$ cat src/rtl/core/cmphh_pkg.sv
`timescale 1ns / 1ps

package cmphh_pkg;

    localparam int ROWS        = 4;
    localparam int COLUMNS     = 512;
    localparam int COUNT_WIDTH = 32;

    localparam int IDX_W       = $clog2(COLUMNS);
    localparam int PREFIX_W    = 24;
    localparam int ADDR_W      = 32;
    localparam int OUT_W       = 32;
    localparam int LOW_BITS    = ADDR_W - PREFIX_W;
    localparam int FOLD_SHIFT  = 33;
    localparam int SH_W        = FOLD_SHIFT + IDX_W;
    localparam int PROD_W      = SH_W - LOW_BITS;
    localparam int QDEPTH      = 2;
    localparam int QPTR_W      = $clog2(QDEPTH);

    localparam logic [63:0] GOLDEN_MUL = 64'h9E37_79B9_7F4A_7C15;
    localparam logic [COUNT_WIDTH-1:0] COUNT_MAX = '1;
    localparam logic [OUT_W-1:0] TOTAL_MAX = '1;

    localparam logic [3:0][31:0] ROW_SEED = {
        32'hDEAD_BEEF, 32'hCAFE_BABE, 32'h5A5A_5A5A, 32'hA5A5_A5A5
    };

    localparam logic ACT_INSERT = 1'b0;
    localparam logic ACT_CLEAR  = 1'b1;

    typedef logic [ROWS-1:0][IDX_W-1:0] t_idx_vec;

    typedef struct packed {
        logic                action;
        logic [PREFIX_W-1:0] prefix;
        t_idx_vec            idx;
    } t_job;

    typedef enum logic [2:0] {
        S_SWEEP,
        S_IDLE,
        S_UPDATE,
        S_MIN,
        S_TRACK,
        S_EMIT
    } t_state;

endpackage

$ cat src/rtl/core/cmphh_front.sv
`timescale 1ns / 1ps

module cmphh_front (
    input  logic                         i_clk,
    input  logic                         i_rst_n,
    input  logic                         i_valid,
    output logic                         o_ready,
    input  logic                         i_action,
    input  logic [cmphh_pkg::ADDR_W-1:0] i_src_address,
    input  logic                         i_full,
    output logic                         o_push,
    output cmphh_pkg::t_job              o_job
);
    import cmphh_pkg::*;

    logic                r_v;
    logic                r_action;
    logic [PREFIX_W-1:0] r_prefix;
    logic [PROD_W-1:0]   r_prod;
    logic [PROD_W-1:0]   n_prod;
    logic [SH_W-1:0]     w_sh;

    assign o_ready = !r_v || !i_full;
    assign o_push  = r_v && !i_full;

    assign n_prod = PROD_W'({{(PROD_W-PREFIX_W){1'b0}}, i_src_address[ADDR_W-1:LOW_BITS]}
                            * GOLDEN_MUL[PROD_W-1:0]);

    always_ff @(posedge i_clk) begin
        if (!i_rst_n) begin
            r_v <= 1'b0;
        end else if (o_ready) begin
            r_v <= i_valid;
        end
    end

    always_ff @(posedge i_clk) begin
        if (i_valid && o_ready) begin
            r_action <= i_action;
            r_prefix <= i_src_address[ADDR_W-1:LOW_BITS];
            r_prod   <= n_prod;
        end
    end

    assign w_sh = {r_prod, {LOW_BITS{1'b0}}};

    always_comb begin
        o_job.action = r_action;
        o_job.prefix = r_prefix;
        for (int r = 0; r < ROWS; r++) begin
            o_job.idx[r] = w_sh[IDX_W-1:0] ^ ROW_SEED[r][IDX_W-1:0]
                           ^ w_sh[SH_W-1:FOLD_SHIFT];
        end
    end

endmodule

$ cat config.mk
export PLATFORM = sky130hd
export DESIGN_NAME = cmphh_front
export DESIGN_NICKNAME = d
export VERILOG_FILES = /design/src/rtl/core/cmphh_pkg.sv /design/src/rtl/core/cmphh_front.sv
export SDC_FILE = /design/constraint.sdc
export NUM_CORES = 1
export LEC_CHECK = 0
export ABC_CLOCK_PERIOD_IN_PS = 8100
export BUFFER_PORTS_ARGS = -buffer_cell sky130_fd_sc_hd__buf_2
export CORE_AREA = 2 2 123 125
export CTS_CLUSTER_SIZE = 20
export DETAILED_ROUTE_END_ITERATION = 8
export DIE_AREA = 0 0 125 127
export GPL_TIMING_DRIVEN = 0
export PLACE_DENSITY = 0.89
export SYNTH_ARGS = -nofsm -noshare
export SYNTH_HDL_FRONTEND = slang
export SYNTH_SLANG_ARGS = --single-unit
$ cat constraint.sdc
create_clock -name i_clk -period 8.1 [get_ports i_clk]
set_input_delay 1.62 -clock i_clk [delete_from_list [all_inputs] [get_ports i_clk]]
set_output_delay 1.62 -clock i_clk [all_outputs]
set_load 0.01 [all_outputs]
Word level (Yosys, flattened, before mapping) --
Index checks and enable logic that the tools add are counted.
Storage, ports and cells: register bits after elaboration 60, input port bits 37, output and inout bits 63, logic and storage cells 15
Operators by class: multipliers 1, bitwise logic cells 5, reduce and logical (&&, ||, !) cells 5
Operators by type and width (number):
- $xor 9x9->9 | 4
- $mul 24x33->34 const B | 1
- $not 5->5 | 1
- $logic_and 1x1->1 | 2
- $logic_not 1->1 | 2
- $logic_or 1x1->1 | 1

Depth between registers and ports, before layout --
depth in word-level cells 3, gate-level depth with buffers 21, mapped depth without buffers 21

Least setup slack after synthesis --
No wires, ideal clock.
kind input to register, from input port i_src_address[11] in the netlist's numbering, to register r_prod[29], data pin, setup time 0.180 ns, arrival time 7.132 ns, data required time 7.920 ns, slack 0.788 ns, stages on the path 21, buffers on the path 0, cells stage by stage fa_1 inv_1 fa_1 inv_1 ha_1 inv_1 fa_1 inv_1 fa_1 inv_1 fa_1 inv_1 fa_1 ha_1 a21o_1 a221oi_2 o21ai_0 nor4_2 a31oi_2 or4_1 o311ai_1
On the way: word-level cells in the longest chain between the ends 1
Ends and longest elaborated chain:
- from (decl) | line cmphh_front.sv:9 | input logic [cmphh_pkg::ADDR_W-1:0] i_src_address,
- $mul 24x33->34 | line cmphh_front.sv:27 | * GOLDEN_MUL[PROD_W-1:0]);
- via n_prod[29] | line cmphh_front.sv:20 | logic [PROD_W-1:0] n_prod;
- to (signal assigned) | line cmphh_front.sv:41 | r_prod <= n_prod;
- to (decl) | line cmphh_front.sv:19 | logic [PROD_W-1:0] r_prod;
The timed path passes the listed nets, and every way through them passes these cells. A chain may end at the register's enable or synchronous reset.

Final worst setup path --
from input port i_src_address[14] in the netlist's numbering, to register r_prod[32], data pin
Same word-level chain as after synthesis.

==> out/results.ini <==
[synthesis]
syn_area_per_cell_sq_um = 10.8
synth_ff_type = edfxtp_1
synth.top_cell.area_share_pct = 36.7
synth_top_area_cell = fa_1
synth-edff-count = 34
mappedNetlistArea_sq_um = 8520
ys_seq_elements = 35
yosys-top-cells-area = fa_1, ha_1, inv_1, edfxtp_1, xnor2_1
yosysUniqueCellTypes = 44
syn-num-nets = 1164
post-synth-top-count-cell = inv_1
yosys-top-cells-count = inv_1, ha_1, fa_1
async_reset_ff_share_pct = 0
synth_warnings = 0
seq_area_frac_synth_pct = 12.2
synthCells = 792

[timing]
slew_violations = 0
tightest_slew_ns = 0.796
period_needed_ns = 7.85
setup-violations-final = 0
setup_ws_ns = 0.253
min_period_over_period_pct = 96.9
hold_viol = 0
finClkSkew_ns = 0.00575
max_freq_mhz = 127
relSlewSlack_pct = 46.9
rsz0062_at_grt = false

[cts]
root_buffer = clkbuf_16
clock_latency_ns = 0.28
clk_pin_slew_ns = 0.06
cts_max_path_buffers = 2
cts_tree = done
h-tree-depth = 2
cts.sinks = 35
cts_buffers = 5

[cells_and_area]
fin_util_pct = 65.0
nFillCells = 1048
nNetsFinal = 1265
antennaDiodeCount = 0
drive_above_1_share_pct = 15.9
area_growth_pct = 10.0

[placement]
dp_slack_ns = -0.272
portBuffers = 91
dp_hpwl_mm = 16.5
globalplace.congestion = 0.938

[die]
ios = 100
die_h_microns = 127
dieArea_sq_um = 15900
initial_core_util_pct = 59.0
core_sq_um = 14400
rows = 44
die_x_microns = 125

[drt]
drc_errors = 0
vias = 5911
drt_iter0_drc = 394
wl_per_cell_microns = 18.8
wl_mm = 20.3
ant_nets = 0
dr.pass1.iters = 5
viasPerCell = 5.48

[grt]
grt_usage_pct = 26.3
grt_pass1_wl_mm = 31.9
antenna_found_initial = 0
grt_max_degree = 35
grt_overflow = 0
grt_pass1_vias = 6371

[worst_setup_path]
cp.required_ns = 8.18
critPathArrivalTime_ns = 7.92
worstSetupPathType = primary input to register
r2r_cells = 2
critPathMaxFanout = 8
critPathCaptureType = register
start_kind = primary input

[min_path]
hp-class = register to register
min_path_cells = 2

[run]
max_cap_violations = 0

[status]
status = finished clean

-- state kept, by name, summed over array words and instances (netlist names) --
name / count
r_prefix: 24
r_prod: 9
r_action: 1
r_v: 1
-- repair_timing --
action                     in CTS  in global routing
hold buffers                    0                  0
setup endpoints to repair       4                  6
buffers inserted                0                  3
gates cloned                    0                  0
gates resized for setup         1                  1
pin swaps                       0                  2
-- cells by family after synthesis --
| kind of cell | Yosys count | synth area share, % |
|---|---|---|
| adder cells (fa/ha/maj) | 335 | 63.0 |
| buffers and inverters | 305 | 14.7 |
| AO/OA/AOI/OAI | 48 | 4.35 |
| AND/OR/NAND/NOR | 37 | 2.45 |
| flip-flops | 35 | 12.2 |
| XOR/XNOR | 32 | 3.29 |
-- per-stage QoR --
step,instances,hold slack [ns],cell area [sq um],setup TNS [ns]
3_5_place_dp,1067,0.551,9200,-1.49
6_report,1078,0.549,9370,0
5_1_grt,1078,0.615,9370,0
2_1_floorplan,792,0.487,8520,0
4_1_cts,1075,0.560,9350,0
3_3_place_gp,1067,0.512,9200,-0.636
-- layer usage --
layer,wire length [microns],GRT usage [%],share of wire [%]
met5,0,0,0
met4,936,8.69,4.6
met3,1870,6.78,9.2
met2,9880,45.2,49
met1,7610,32.9,38
-- critical path, stage by stage --
cell      delay, ns
clkbuf_4       0.26
inv_1          0.10
fa_1           0.58
inv_1          0.09
ha_1           0.34
inv_1          0.07
fa_1           0.46
fa_1           0.53
inv_1          0.06
fa_1           0.54
inv_1          0.05
fa_1           0.45
fa_1           0.50
inv_1          0.04
ha_1           0.30
a21o_1         0.22
a221oi_2       0.35
o21ai_0        0.17
nor4_2         0.28
buf_4          0.18
nand2_1        0.16
a2111o_1       0.43
o311ai_1       0.12
-- final timing paths --
check	to	from	slack, ns
worst max-delay path	r_prod[32]$_DFFE_PP_	i_src_address[14]	0.25
worst min register to register	r_v$_SDFFE_PN0N_	r_v$_SDFFE_PN0N_	0.55
worst max register to register	r_prefix[22]$_DFFE_PP_	r_v$_SDFFE_PN0N_	6.66
worst min-delay path	r_v$_SDFFE_PN0N_	r_v$_SDFFE_PN0N_	0.55
-- layout make-up --
type | count | area (sq um) | area share (%)
inverters | 276 | 1040 | 11.1
clock buffers | 6 | 129 | 1.37
multi-input cells | 452 | 6230 | 66.4
flip-flops and latches | 35 | 1040 | 11.1
clock inverters | 2 | 12.5 | 0.133
plain buffers | 29 | 218 | 2.32
well taps | 184 | 230 | 2.46
repair buffers | 94 | 480 | 5.13
-- cells in the final DEF, fill, tap and decap left out, drive strengths merged, types with 3 or more instances in the layout --
master / count
nand2: 5
fa: 156
nor2: 9
edfxtp: 34
a21o: 5
buf: 122
xor2: 4
ha: 179
inv: 276
and3: 3
o21ai: 6
nand3: 4
o21bai: 3
clkbuf: 7
o21a: 4
a21oi: 12
nor3: 3
xnor2: 28
Power is not shown: default switching activity piles up to over one toggle a cycle in this logic, so the estimate is an artifact.
