[src/rtl/core/cmphh_pkg.sv]
`timescale 1ns / 1ps

package cmphh_pkg;

    localparam int ROWS        = 4;
    localparam int COLUMNS     = 512;
    localparam int COUNT_WIDTH = 32;

    localparam int IDX_W       = $clog2(COLUMNS);
    localparam int PREFIX_W    = 24;
    localparam int ADDR_W      = 32;
    localparam int OUT_W       = 32;
    localparam int LOW_BITS    = ADDR_W - PREFIX_W;
    localparam int FOLD_SHIFT  = 33;
    localparam int SH_W        = FOLD_SHIFT + IDX_W;
    localparam int PROD_W      = SH_W - LOW_BITS;
    localparam int QDEPTH      = 2;
    localparam int QPTR_W      = $clog2(QDEPTH);

    localparam logic [63:0] GOLDEN_MUL = 64'h9E37_79B9_7F4A_7C15;
    localparam logic [COUNT_WIDTH-1:0] COUNT_MAX = '1;
    localparam logic [OUT_W-1:0] TOTAL_MAX = '1;

    localparam logic [3:0][31:0] ROW_SEED = {
        32'hDEAD_BEEF, 32'hCAFE_BABE, 32'h5A5A_5A5A, 32'hA5A5_A5A5
    };

    localparam logic ACT_INSERT = 1'b0;
    localparam logic ACT_CLEAR  = 1'b1;

    typedef logic [ROWS-1:0][IDX_W-1:0] t_idx_vec;

    typedef struct packed {
        logic                action;
        logic [PREFIX_W-1:0] prefix;
        t_idx_vec            idx;
    } t_job;

    typedef enum logic [2:0] {
        S_SWEEP,
        S_IDLE,
        S_UPDATE,
        S_MIN,
        S_TRACK,
        S_EMIT
    } t_state;

endpackage

[src/rtl/core/cmphh_queue.sv]
`timescale 1ns / 1ps

module cmphh_queue (
    input  logic            i_clk,
    input  logic            i_rst_n,
    input  logic            i_push,
    input  cmphh_pkg::t_job i_job,
    output logic            o_full,
    input  logic            i_pop,
    output logic            o_valid,
    output cmphh_pkg::t_job o_job
);
    import cmphh_pkg::*;

    t_job              r_buf [QDEPTH];
    logic [QPTR_W-1:0] r_wr_ptr;
    logic [QPTR_W-1:0] r_rd_ptr;
    logic [QPTR_W:0]   r_cnt;

    assign o_full  = (r_cnt == (QPTR_W+1)'(QDEPTH));
    assign o_valid = (r_cnt != '0);
    assign o_job   = r_buf[r_rd_ptr];

    always_ff @(posedge i_clk) begin
        if (!i_rst_n) begin
            r_wr_ptr <= '0;
            r_rd_ptr <= '0;
            r_cnt    <= '0;
        end else begin
            if (i_push) begin
                r_wr_ptr <= r_wr_ptr + 1'b1;
            end
            if (i_pop) begin
                r_rd_ptr <= r_rd_ptr + 1'b1;
            end
            if (i_push && !i_pop) begin
                r_cnt <= r_cnt + 1'b1;
            end else if (!i_push && i_pop) begin
                r_cnt <= r_cnt - 1'b1;
            end
        end
    end

    always_ff @(posedge i_clk) begin
        if (i_push) begin
            r_buf[r_wr_ptr] <= i_job;
        end
    end

endmodule

[config.mk]
export PLATFORM = sky130hd
export DESIGN_NAME = cmphh_queue
export DESIGN_NICKNAME = d
export VERILOG_FILES = /design/src/rtl/core/cmphh_pkg.sv /design/src/rtl/core/cmphh_queue.sv
export SDC_FILE = /design/constraint.sdc
export NUM_CORES = 1
export LEC_CHECK = 0
export BUFFER_PORTS_ARGS = -buffer_cell sky130_fd_sc_hd__buf_2
export CORE_MARGIN = 5
export CORE_UTILIZATION = 47
export DETAILED_ROUTE_END_ITERATION = 16
export PLACE_DENSITY = 0.73
export SYNTH_ARGS = -nofsm -noshare
export SYNTH_HDL_FRONTEND = slang
export SYNTH_SLANG_ARGS = --single-unit
[constraint.sdc]
create_clock -name i_clk -period 10.9 [get_ports i_clk]
set_input_delay 2.18 -clock i_clk [delete_from_list [all_inputs] [get_ports i_clk]]
set_output_delay 2.18 -clock i_clk [all_outputs]
set_load 0.01 [all_outputs]
# [Word level (Yosys, flattened, before mapping)]
# Memories as Yosys holds them, arrays and structs flattened. A register that Yosys moved wholly into a read port is not among the register bits.
# Index checks and enable logic that the tools add are counted.
[classes] addsub=4 reduce_logical=6 muxes=6 eq_ne=1
[op_table] op="two-way mux 1 bit" n=4
[op_table] op="two-way mux 2 bit" n=2
[op_table] op="nonzero test 2 bit" n=2
[op_table] op="adder 1 bit (second input constant)" n=2
[op_table] op="adder 2 x 1 -> 2 bit (second input constant)" n=1
[op_table] op="== test 2 bit (second input constant)" n=1
[op_table] op="logical AND 1 bit" n=2
[op_table] op="zero test 1 bit" n=2
[op_table] op="subtractor 2 x 1 -> 2 bit (second input constant)" n=1
[totals] ram_bits=122 register_bits=4 inputBits=65 mem_count=1 output_inout_bits=63
[memory_table] name="r_buf" depth=2 word_bits=61 rd=1 rd_ports_with_merged_regs=1 wr=1 line="cmphh_queue.sv:15" text="t_job r_buf [QDEPTH];"

# [Logic depth before layout (Yosys ltp)]
# Gate-level depths: netlist of run 1.
[depth] ltp_word=4 depth_mapped=5

# [Worst setup path after synthesis of run 1]
# No wires, ideal clock.
[synth_timing] path_kind="input to register" startpoint="in i_push" endpoint="mem r_buf[0][0] in the netlist's numbering, enable pin" t_required_ns=10.412 cell_stages=1 arrival_time_ns=4.897 path_slack_ns=5.514 path_cell_list="nor2b_1"
[synth_via] elab_chain_cells=2
[synth_lines] item="start: declaration" line="cmphh_queue.sv:6" text="input logic i_push,"
[synth_lines] item="two-way mux 1 bit" line="cmphh_queue.sv:45" text="if (i_push) begin"
[synth_lines] item="two-way mux 1 bit (not written as such)" line="cmphh_queue.sv:46" text="r_buf[r_wr_ptr] <= i_job;"
[synth_lines] item="end: declaration" line="cmphh_queue.sv:15"
# Every way passes these cells.

==> results of run 1 <==
-- placed cells by master, fill, tap and decap left out --
| cell | n |
|---|---|
| sky130_fd_sc_hd__buf_2 | 127 |
| sky130_fd_sc_hd__edfxtp_1 | 122 |
| sky130_fd_sc_hd__mux2_2 | 61 |
| sky130_fd_sc_hd__clkbuf_16 | 16 |
| sky130_fd_sc_hd__clkinv_2 | 4 |
| sky130_fd_sc_hd__clkinv_1 | 4 |
| sky130_fd_sc_hd__clkinvlp_4 | 4 |
| sky130_fd_sc_hd__dfxtp_1 | 4 |
| sky130_fd_sc_hd__and2_1 | 3 |
| sky130_fd_sc_hd__buf_4 | 3 |
| sky130_fd_sc_hd__xor2_1 | 2 |
| sky130_fd_sc_hd__bufinv_16 | 2 |
| sky130_fd_sc_hd__diode_2 | 1 |
| sky130_fd_sc_hd__inv_1 | 1 |
| sky130_fd_sc_hd__or2_2 | 1 |
| sky130_fd_sc_hd__and2b_2 | 1 |
| sky130_fd_sc_hd__and2_2 | 1 |
| sky130_fd_sc_hd__nor2b_4 | 1 |
| sky130_fd_sc_hd__xnor2_1 | 1 |
| sky130_fd_sc_hd__nor2b_1 | 1 |
| sky130_fd_sc_hd__o21a_1 | 1 |
| sky130_fd_sc_hd__o21ai_0 | 1 |
| sky130_fd_sc_hd__or3_1 | 1 |
| sky130_fd_sc_hd__a21boi_1 | 1 |
| sky130_fd_sc_hd__ha_1 | 1 |
| sky130_fd_sc_hd__dfxtp_2 | 1 |
| sky130_fd_sc_hd__clkbuf_8 | 1 |
| sky130_fd_sc_hd__clkbuf_1 | 1 |
-- area by class of cell --
cell class                      instances  area, um2  share of cell area
Sequential cell                       127       3760               0.633
Timing Repair Buffer                  130        658               0.111
Multi-Input combinational cell         77        813               0.137
Inverter                                1       3.75            0.000631
Tap cell                              133        166              0.0280
Clock buffer                           18        418              0.0702
Clock inverter                         14        125              0.0210
Antenna cell                            1       2.50            0.000420
-- worst max-delay path by stage --
stage	slack, ns	endpoint
2_1_floorplan	5.51	r_buf[0][0]$_DFFE_PP_
3_3_place_gp	6.82	o_job[1]
3_5_place_dp	6.82	o_job[39]
4_1_cts	6.27	o_job[39]
5_1_grt	6.21	o_job[60]
6_report	6.36	o_job[39]
-- cell families (layout without fill, tap and decap cells) --
family	Yosys count	in the layout	share of synthesized area
compound gates	3	3	0.00431
xor+xnor	3	3	0.00566
fa+ha+maj	1	1	0.00269
buf+inv	8	163	0.0164
flops	127	127	0.810
mux	61	61	0.148
other cells	0	1	0
simple gates	9	9	0.0127
-- metrics by stage --
stage | worst slack, ns | util
floorplan | 5.51 | -
global placement | 6.82 | 0.558
detailed placement | 6.82 | 0.558
CTS | 6.27 | 0.614
global route | 6.21 | 0.614
finish | 6.36 | 0.615
-- flip-flops by register name, indices dropped and copies added (netlist names), named ones only --
register,cells
r_rd_ptr,1
r_wr_ptr,1
r_cnt,2
r_buf,122
-- synthesized netlist by cell type --
master                     count
sky130_fd_sc_hd__ha_1          1
sky130_fd_sc_hd__and2b_2       1
sky130_fd_sc_hd__xor2_1        2
sky130_fd_sc_hd__or2_2         1
sky130_fd_sc_hd__xnor2_1       1
sky130_fd_sc_hd__dfxtp_1       5
sky130_fd_sc_hd__buf_6         6
sky130_fd_sc_hd__nor2b_1       2
sky130_fd_sc_hd__o21a_1        1
sky130_fd_sc_hd__and2_1        4
sky130_fd_sc_hd__or3_1         1
sky130_fd_sc_hd__o21ai_0       1
sky130_fd_sc_hd__edfxtp_1    122
sky130_fd_sc_hd__buf_2         1
sky130_fd_sc_hd__a21boi_1      1
sky130_fd_sc_hd__inv_1         1
sky130_fd_sc_hd__mux2_2       61
-- routing by layer --
metal | up-vias | wire length (um) | share of wire
met2 | 85 | 4210 | 0.51
li1 | 1123 | - | -
met4 | 0 | 70 | 0.0085
met3 | 9 | 611 | 0.074
met1 | 1147 | 3310 | 0.40
met5 | - | 0 | 0
-- power groups by stage --
stage	Sequential [mW]	Combinational (mW)	Clock (mW)
after floorplan	0.580	0.0668	0
after global placement	0.584	0.105	0
after detailed placement	0.585	0.106	0
after CTS	0.575	0.107	0.518
after global routing	0.577	0.114	0.545
final	0.575	0.105	0.507
-- critical path: stages (launching register included) --
cell and delay [ns]:
sky130_fd_sc_hd__dfxtp_2 0.79, sky130_fd_sc_hd__buf_4 0.52, sky130_fd_sc_hd__mux2_2 0.40, sky130_fd_sc_hd__buf_2 0.14
==> impl_summary.txt, run 1 <==
----------------------------------------------------
[Global route]
  Number of antenna violations at the first check in global routing ... 0
  GRT Total Usage ... 0.141
  GRT met1 Usage ... 0.157
  First-pass GRT wire length ... 12,400 um
  Largest net degree at the start of global routing ... 62
  Routing usage on met3 ... 0.0558
  Global-route congestion overflow total ... 0
  Global routing met2 resource utilization ... 0.242
  Vias in the first global route ... 2,588
  Global route hottest layer ... met2

[Synthesis]
  Post-synth cell types ... 17
  Mean area per synthesized cell ... 21.9 um2
  Syn Nets ... 278
  Cell area after technology mapping ... 4640 um2
  Post-synthesis sequential area ratio ... 0.810
  Area leader, netlist ... sky130_fd_sc_hd__edfxtp_1
  Count of yosys warnings during synthesis ... 0
  Register bit total from synthesis ... 127
  Count of mapped cells out of synthesis ... 212
  Leading post-synthesis cells by cell area ... sky130_fd_sc_hd__edfxtp_1, sky130_fd_sc_hd__mux2_2, sky130_fd_sc_hd__dfxtp_1
  Area share of the largest cell type after synthesis ... 0.789

[Timing]
  Final setup viols ... 0
  Fmax achieved ... 220 MHz
  Tmin final ... 4.54 ns
  Clock skew after layout ... 0.00397 ns
  Final worst-path cycle share ... 0.416
  RSZ-0062 raised after global routing ... no
  Slew Limit Fails ... 0
  Total negative slack ... 0 ns
  Count of final hold-check violations ... 0
  Worst hold margin ... 0.502 ns
  Transition time at the pin with the least slew margin ... 0.893 ns
  Max-slew headroom ... 0.404

[Route]
  DRC violation count after routing ... 0
  Routed Antenna Nets ... 0
  Vias per Instance ... 4.72
  Detailed Routing Iterations Pass 1 ... 4
  1st-iter DRT viols ... 79
  Count of vias placed by the detailed router ... 2,364
  Avg WL per Cell ... 16.4 um
  Wire length reported by the detailed router ... 8200 um

[Place]
  Placed Cells ... 468
  Detailed-placement wirelength estimate ... 5350 um
  Weighted congestion reported at the end of routability-driven placement ... 0.719
  Post-place instance area ... 5410 um2
  # port buffers ... 127

[Die]
  Boundary pin count ... 128
  Effective utilization at floorplan ... 0.480
  Die area ... 12,000 um2
  Floorplan die width ... 109 um
  Vertical die dimension ... 109 um
  Standard-cell rows ... 36
  Area inside the core boundary ... 9680 um2

[Hold path]
  Worst Hold Class ... reg2reg
  Destination of the worst hold path ... r_cnt[1]$_SDFFE_PN0P_
  Hold Path Depth ... 2
  Worst min-delay path startpoint ... r_cnt[1]$_SDFFE_PN0P_

[Power]
  Switching part of the total power ... 0.211
  PnR Total Power ... 1.19 mW
  Net switching power figure ... 0.250 mW
  Internal power of the cells ... 0.936 mW
  Fraction of power consumed by sequential logic ... 0.484
  Pleak ... 2.25 nW
  Relative contribution of the clock network to total power ... 0.427
  Combinational group share of total power ... 0.088
  P per Cell Area ... 199 nW/um2
  Peak ir drop on the vdd network ... 0.121 mV

[Clock network]
  Number of levels in the clock H-tree ... 4
  Number of clock buffers inserted by TritonCTS ... 17
  Clock latency on the worst-skew pair ... 0.50 ns
  Clk buf depth ... 2
  Number of instances resized during post-cts repair ... 0
  Postcts setup bufs ... 0
  CTS Hold Bufs ... 0
  Cell at the root of the clock tree ... sky130_fd_sc_hd__clkbuf_8
  Clock tree from TritonCTS ... built
  Clock slew at the register clock pins of the worst setup and hold paths ... 0.05 ns
  Sink count of the clock tree ... 127

[Worst setup path]
  Arrival @ worst endpoint ... 2.36 ns
  CP max FO ... 32
  R2r endpoint ... r_buf[0][0]$_DFFE_PP_
  Count of cells along the worst register-to-register path ... 2
  Worst Setup End Kind ... output pin
  Reg-to-reg critical path startpoint ... r_wr_ptr$_SDFFE_PN0P_
  Startpoint Class ... flip-flop
  Endpoint required time on the critical path ... 8.72 ns
  Worst Path Class, Setup ... reg2out
  Worst R2R Setup Slack ... 8.97 ns

[Final layout]
  Growth of design area from synthesis to finish ... 28.2%
  Final-stage net count ... 420
  Ratio of cells with drive above 1 in the final layout ... 0.608
  Final instance area ... 5950 um2
  Non-filler instance count after layout ... 501
  Number of filler cells placed in the layout ... 758

[Job]
  Max-cap viol count ... 0

[Outcome]
  Run status ... finished, final reports clean

----------------------------------------------------
Power figures use the tool's default switching activity.
==> inputs of run 2 (changes only) <==
- clock period: 10.9 -> 4.32 ns (I/O delays scaled with it)
==> run 2 against run 1 <==
  * Count of clock-buffer cells in the layout unchanged
  * Global-route usage shrank 0.055 points
  * Die area unchanged
  * Hold slack worse by 0.0066 ns
  * Setup slack worse by 5.2 ns
  * Clock skew up 0.0033 ns
  * Non-clock buffer count up 1
  * Critical path depth stayed put
  * Power rose to 2.7 times the previous value
==> impl_summary.txt, run 2 (same netlist as run 1, synthesis figures left out) <==
----------------------------------------------------
[Timing]
  Slew Limit Fails ... 0 (unchanged)
  Fmax achieved ... 317 MHz
  Final worst-path cycle share ... 0.730
  Final Worst Setup Slack ... 1.17 ns (-5.20 ns)
  RSZ-0062 raised after global routing ... no
  Final setup viols ... 0 (unchanged)
  Max-slew headroom ... 0.479 (+0.0755)
  Transition time at the pin with the least slew margin ... 0.780 ns (-0.113 ns)
  Clock skew after layout ... 0.00725 ns (+0.00328 ns)
  Count of final hold-check violations ... 0 (unchanged)
  Tmin final ... 3.15 ns
  Total negative slack ... 0 ns (unchanged)

[Clock network]
  Cell at the root of the clock tree ... sky130_fd_sc_hd__clkbuf_8
  Postcts setup bufs ... 0 (unchanged)
  Clock tree from TritonCTS ... built
  Clock slew at the register clock pins of the worst setup and hold paths ... 0.06 ns (about the same)
  Number of levels in the clock H-tree ... 4 (unchanged)
  Clock latency on the worst-skew pair ... 0.50 ns (about the same)
  Clk buf depth ... 2 (unchanged)
  Number of instances resized during post-cts repair ... 0 (unchanged)
  Sink count of the clock tree ... 127 (unchanged)
  CTS Hold Bufs ... 0 (unchanged)
  Number of clock buffers inserted by TritonCTS ... 17 (unchanged)

[Worst setup path]
  Library cell contributing the largest single delay on the critical path ... sky130_fd_sc_hd__dfxtp_2
  Worst Setup End Kind ... output pin
  Worst Path Class, Setup ... reg2out
  WP buf/inv ... 2 (unchanged)
  CP max FO ... 30 (-6.3%)
  Arrival @ worst endpoint ... 2.29 ns (-0.07 ns)
  Endpoint required time on the critical path ... 3.46 ns (-5.26 ns)
  Startpoint Class ... flip-flop
  Chain of cells forming the critical path ... buf_4, mux2_2, buf_2
  Peak per-stage delay on the critical path ... 0.76 ns (-0.03 ns)
  Family with the most delay on the worst path ... flip-flops

[Final layout]
  Ratio of cells with drive above 1 in the final layout ... 0.617 (+0.00922)
  Final Util ... 0.626 (+0.0110)
  Register with the highest flop count ... r_buf
  Number of flip-flops under the largest register name ... 122 (unchanged)
  Non-filler instance count after layout ... 501 (unchanged)
  Most common cell after layout, fill and taps aside ... sky130_fd_sc_hd__buf_2
  Antenna diode count ... 0 (-1)
  Most frequent cells in the layout ... sky130_fd_sc_hd__buf_2, sky130_fd_sc_hd__edfxtp_1, sky130_fd_sc_hd__mux2_2
  Final-stage net count ... 421 (+0.24%)
  Final instance area ... 6060 um2 (+1.8%)
  Growth of design area from synthesis to finish ... 30.4%
  Registers with the most flip-flops ... r_buf: 122 flops, r_cnt: 2 flops

[Die]
  Boundary pin count ... 128 (unchanged)
  Vertical die dimension ... 109 um (unchanged)
  Area inside the core boundary ... 9680 um2 (unchanged)
  Floorplan die width ... 109 um (unchanged)
  Die area ... 12,000 um2 (unchanged)
  Standard-cell rows ... 36 (unchanged)
  Effective utilization at floorplan ... 0.480 (unchanged)

[Outcome]
  Run status ... finished, final reports clean

[Global route]
  First-pass GRT wire length ... 12,300 um (-0.33%)
  Global-route congestion overflow total ... 0 (unchanged)
  Number of antenna violations at the first check in global routing ... 0 (unchanged)
  GRT Total Usage ... 0.140 (-0.000546)
  Vias in the first global route ... 2,581 (-0.27%)
  Largest net degree at the start of global routing ... 38 (-39%)

[Route]
  Wire length reported by the detailed router ... 8130 um (-0.89%)
  1st-iter DRT viols ... 101 (+28%)
  Avg WL per Cell ... 16.2 um (-0.89%)
  Detailed Routing Iterations Pass 1 ... 4 (unchanged)
  DRC violation count after routing ... 0 (unchanged)
  Vias per Instance ... 4.75 (+0.68%)
  Routed Antenna Nets ... 0 (unchanged)
  Count of vias placed by the detailed router ... 2,380 (+0.68%)

[Place]
  Weighted congestion reported at the end of routability-driven placement ... 0.704 (-2.0%)
  Placed Cells ... 469 (+0.21%)
  Detailed-placement wirelength estimate ... 5290 um (-1.2%)
  # port buffers ... 127 (unchanged)
  Post-place instance area ... 5430 um2 (+0.37%)
  Post-placement setup slack ... 1.64 ns (-5.18 ns)

[Job]
  Max-cap viol count ... 0 (unchanged)

[Hold path]
  Worst Hold Class ... reg2reg

[Power]
  Pleak ... 2.31 nW (+2.5%)
  Peak ir drop on the vdd network ... 0.356 mV (+190%)
  P per Cell Area ... 531 nW/um2 (+170%)

----------------------------------------------------
-- run 2: cell count changes in the layout (fill, tap and decap cells not counted), sizes merged --
cell	previous run	this run
diode	1	0
buf	130	131
clkinvlp	4	2
clkinv	8	5
inv	1	3
bufinv	2	5
-- run 2: worst paths after layout --
path                                             from                    end  slack, ns  depth (start not counted)
worst max-delay path                        flip-flop              o_job[14]       1.17                          3
worst max register to register  r_wr_ptr$_SDFFE_PN0P_  r_buf[1][1]$_DFFE_PP_       2.47                          2
worst min-delay path            r_cnt[1]$_SDFFE_PN0P_  r_cnt[1]$_SDFFE_PN0P_       0.50                          2
worst min register to register  r_cnt[1]$_SDFFE_PN0P_  r_cnt[1]$_SDFFE_PN0P_       0.50                          2
-- run 2: stage by stage --
| stage | total power [mW] | hold slack (ns) |
|---|---|---|
| 2_1_floorplan | 1.63 | 0.461 |
| 3_3_place_gp | 1.74 | 0.487 |
| 3_5_place_dp | 1.75 | 0.490 |
| 4_1_cts | 3.25 | 0.499 |
| 5_1_grt | 3.34 | 0.511 |
| 6_report | 3.22 | 0.496 |
-- run 2: worst reg2reg max path, delay by kind of cell, from the launching register on --
family                 cells  cell delay [ns]
buffers and inverters      1             0.54
flip-flops                 1             0.38
AND/OR/NAND/NOR            1             0.54
-- run 2: layer usage --
layer  vias up  track usage  wire, um
li1       1123            -         -
met5         -            0         0
met1      1163        0.156      3200
met3        12       0.0652       684
met4         0       0.0570       123
met2        82        0.234      4120
-- run 2: where the power goes --
part	internal (mW)	total [mW]	switching, mW
combinational	0.135	0.267	0.132
sequential	1.42	1.45	0.0256
clock	0.995	1.50	0.508
-- run 2: area by class of cell --
type	count	area (um2)
tap	133	166
fill	738	3630
timing repair buffer	131	678
clock buffer	18	418
inverter	1	3.75
sequential	127	3760
clock inverter	14	214
multi-input combinational	77	813
==> inputs of run 3 (changes only) <==
- ABC_AREA: unset -> 1
- PLACE_DENSITY: 0.73 -> 0.75
- clock period: 4.32 -> 2.7 ns (I/O delays scaled with it)
==> run 3 against run 2 <==
  * Setup slack worse by 0.88 ns
  * Via count is 3.7% higher
  * Combinational power is 71% higher
  * First-iteration DRC count is 26% lower
  * Non-clock buffer count is 3 higher
  * Critical path type unchanged
  * Critical path depth stayed put
  * Power is 53% higher
  * Clock power is 42% higher
  * Design area is 3.6% higher
  * Die area is 5.7% higher
==> impl_summary.txt, run 3 <==
----------------------------------------------------
[Outcome]
  Run status ... finished, final reports clean

[Final layout]
  Final-stage net count ... 437 (+3.8%)
  Most frequent cells in the layout ... sky130_fd_sc_hd__buf_2, sky130_fd_sc_hd__edfxtp_1, sky130_fd_sc_hd__mux2_4
  Area used by multi-input combinational logic ... 1020 um2 (+25%)
  Number of filler cells placed in the layout ... 786 (+6.5%)
  Ratio of cells with drive above 1 in the final layout ... 0.594 (-0.0231)
  Register with the highest flop count ... r_buf
  Number of flip-flops under the largest register name ... 122 (unchanged)
  Growth of design area from synthesis to finish ... 27.1%
  Non-filler instance count after layout ... 520 (+3.8%)
  Registers with the most flip-flops ... r_buf: 122 flops, r_cnt: 2 flops
  Antenna diode count ... 0 (unchanged)
  Sequential cell area ... 3770 um2 (about the same)
  Most common cell after layout, fill and taps aside ... sky130_fd_sc_hd__buf_2

[Clock network]
  Sink count of the clock tree ... 127 (unchanged)
  Postcts setup bufs ... 0 (unchanged)
  Clk buf depth ... 2 (unchanged)
  Clock latency on the worst-skew pair ... 0.51 ns (about the same)
  Clock tree from TritonCTS ... built
  Cell at the root of the clock tree ... sky130_fd_sc_hd__clkbuf_8
  Number of instances resized during post-cts repair ... 0 (unchanged)
  Number of clock buffers inserted by TritonCTS ... 17 (unchanged)
  Number of levels in the clock H-tree ... 4 (unchanged)
  Clock slew at the register clock pins of the worst setup and hold paths ... 0.06 ns (about the same)
  CTS Hold Bufs ... 0 (unchanged)

[Synthesis]
  Synthesized-area fraction occupied by xor and xnor cells ... 0 (-0.00566)
  FFs w/ async S/R, synth ... 0 (unchanged)
  Top-count cell post-synth ... sky130_fd_sc_hd__edfxtp_1
  Cell area after technology mapping ... 4930 um2 (+6.3%)
  Commonest register cell after synthesis ... sky130_fd_sc_hd__edfxtp_1
  Adder and majority gate portion of the synthesized area ... 0.00254 (-0.000158)
  Area share of the largest cell type after synthesis ... 0.742 (-0.0464)
  Post-synthesis sequential area ratio ... 0.763 (-0.0477)
  Dominant combinational cell family by area after synthesis ... multiplexers
  Register bit total from synthesis ... 127 (unchanged)
  Share of synthesized area spent on multiplexers ... 0.185 (+0.0369)
  Count of yosys warnings during synthesis ... 0 (unchanged)
  Simple-gate portion of the synthesized area ... 0.0152 (+0.00255)
  Count of mapped cells out of synthesis ... 225 (+6.1%)
  Syn Nets ... 291 (+4.7%)
  Mean area per synthesized cell ... 21.9 um2 (+0.11%)
  Area leader, netlist ... sky130_fd_sc_hd__edfxtp_1
  Post-synth cell types ... 14 (-3)
  Top cells by count, synth ... sky130_fd_sc_hd__edfxtp_1, sky130_fd_sc_hd__mux2_4, sky130_fd_sc_hd__nand2_1
  Compound-gate portion of the synthesized area ... 0.00203 (-0.00228)
  EDFF count, synth ... 122 (unchanged)
  Leading post-synthesis cells by cell area ... sky130_fd_sc_hd__edfxtp_1, sky130_fd_sc_hd__mux2_4, sky130_fd_sc_hd__buf_12

[Worst setup path]
  Worst Setup End Kind ... output pin
  Count of cells along the worst register-to-register path ... 3 (+1)
  Peak per-stage delay on the critical path ... 0.56 ns (-0.20 ns)
  Family with the most delay on the worst path ... flip-flops
  Worst R2R Setup Slack ... 1.24 ns (-1.23 ns)
  Critical path depth ... 3 (unchanged)
  Chain of cells forming the critical path ... buf_12, mux2_4, buf_2
  Capture point of the critical path ... o_job[38]
  R2r endpoint ... r_buf[1][6]$_DFFE_PP_
  Endpoint required time on the critical path ... 2.16 ns (-1.30 ns)
  CP max FO ... 33 (+10%)
  Arrival @ worst endpoint ... 1.87 ns (-0.42 ns)
  WP buf/inv ... 2 (unchanged)
  Startpoint Class ... flip-flop
  Library cell contributing the largest single delay on the critical path ... sky130_fd_sc_hd__dfxtp_4
  Worst Path Class, Setup ... reg2out
  Reg-to-reg critical path startpoint ... r_wr_ptr$_SDFFE_PN0P_

[Route]
  1st-iter DRT viols ... 75 (-26%)
  Avg WL per Cell ... 16.4 um (+1.2%)
  Detailed Routing Iterations Pass 1 ... 4 (unchanged)
  DRC violation count after routing ... 0 (unchanged)
  Wire length reported by the detailed router ... 8540 um (+5.0%)
  Routed Antenna Nets ... 0 (unchanged)
  Vias per Instance ... 4.75 (about the same)
  Count of vias placed by the detailed router ... 2,469 (+3.7%)

[Place]
  # port buffers ... 127 (unchanged)
  Detailed-placement wirelength estimate ... 5890 um (+11%)
  Placed Cells ... 488 (+4.1%)
  Weighted congestion reported at the end of routability-driven placement ... 0.688 (-2.3%)

[Die]
  Effective utilization at floorplan ... 0.480 (+0.000569)
  Die area ... 12,600 um2 (+5.7%)
  Vertical die dimension ... 112 um (+2.8%)
  Floorplan die width ... 112 um (+2.8%)
  Boundary pin count ... 128 (unchanged)
  Area inside the core boundary ... 10,300 um2 (+6.1%)
  Standard-cell rows ... 37 (+2.8%)

[Power]
  PnR Total Power ... 4.91 mW (+53%)
  Peak ir drop on the vdd network ... 0.447 mV (+26%)
  P per Cell Area ... 783 nW/um2 (+47%)
  Pleak ... 2.55 nW (+10%)

[Timing]
  Tmin final ... 2.41 ns
  Final setup viols ... 0 (unchanged)
  Slew Limit Fails ... 0 (unchanged)
  Final worst-path cycle share ... 0.893
  Transition time at the pin with the least slew margin ... 0.564 ns (-0.216 ns)
  Total negative slack ... 0 ns (unchanged)
  Count of final hold-check violations ... 0 (unchanged)
  Max-slew headroom ... 0.624 (+0.145)
  Fmax achieved ... 415 MHz
  RSZ-0062 raised after global routing ... no
  Clock skew after layout ... 0.00995 ns (+0.00270 ns)
  Worst hold margin ... 0.218 ns (-0.278 ns)

[Global route]
  Global-route congestion overflow total ... 0 (unchanged)
  Number of antenna violations at the first check in global routing ... 0 (unchanged)
  Vias in the first global route ... 2,647 (+2.6%)
  GRT Total Usage ... 0.141 (+0.000720)
  Largest net degree at the start of global routing ... 42 (+11%)
  First-pass GRT wire length ... 13,400 um (+8.7%)

[Hold path]
  Worst min-delay path startpoint ... i_job[55]
  Worst Hold Class ... in2reg

[Job]
  Max-cap viol count ... 0 (unchanged)

----------------------------------------------------
==> run 3: cell types whose count changed after synthesis, moves of 4 or more <==
cell and change:
sky130_fd_sc_hd__buf_6 -5, sky130_fd_sc_hd__mux2_2 -60, sky130_fd_sc_hd__nor2_1 +8, sky130_fd_sc_hd__inv_1 +7
sky130_fd_sc_hd__mux2_4 +60, sky130_fd_sc_hd__nand2_1 +9, sky130_fd_sc_hd__and2_1 -4, sky130_fd_sc_hd__buf_12 +6
==> run 3: worst min-delay path by stage <==
stage | endpoint | slack [ns] | cells after the start
detailed placement | flip-flop | 0.52 | 2
CTS | r_buf[0][55]$_DFFE_PP_ | 0.19 | 1
floorplan | flip-flop | 0.46 | 2
finish | r_buf[0][55]$_DFFE_PP_ | 0.22 | 1
global placement | r_rd_ptr$_SDFFE_PN0P_ | 0.48 | 2
global route | r_buf[1][59]$_DFFE_PP_ | 0.18 | 1
==> run 3: area by class of cell <==
type	instances	share of cell area
clock inverters	10	0.0179
clock buffers	22	0.0738
repair buffers	134	0.114
inverters	8	0.00479
flip-flops and latches	127	0.601
multi-input cells	83	0.162
well taps	136	0.0271
==> run 3: worst register-to-register path: stages (launching register included) <==
cell	delay, ns
sky130_fd_sc_hd__dfxtp_1	0.40
sky130_fd_sc_hd__nand2_1	0.11
sky130_fd_sc_hd__inv_2	0.33
sky130_fd_sc_hd__buf_4	0.30
==> run 3: metrics by stage <==
stage	setup slack, ns	utilization	instance area [um2]
after detailed placement	0.793	0.554	5700
after global placement	0.810	0.554	5700
after floorplan	0.134	-	4940
after global routing	0.196	0.610	6270
after CTS	0.240	0.610	6270
final	0.289	0.610	6270
==> run 3: logic make-up (layout without fill, tap and decap cells) <==
family          count (synthesis)  after routing
fa+ha+maj                       1              1
mux                            61             61
buf+inv                        15            174
compound gates                  2              2
flops                         127            127
simple gates                   19             19
==> run 3: report_power, final <==
part	leakage (nW)	switching [mW]	internal (mW)
clock	0.269	0.755	1.38
combinational	1.10	0.219	0.238
sequential	1.19	0.0392	2.28
==> run 3: metal layers <==
metal	global-route usage	wire, um	share of wire	vias up
li1	-	-	-	1165
met1	0.163	3420	0.40	1205
met2	0.232	4310	0.50	89
met3	0.0642	703	0.082	10
met4	0.0521	105	0.012	0
met5	0	0	0	-
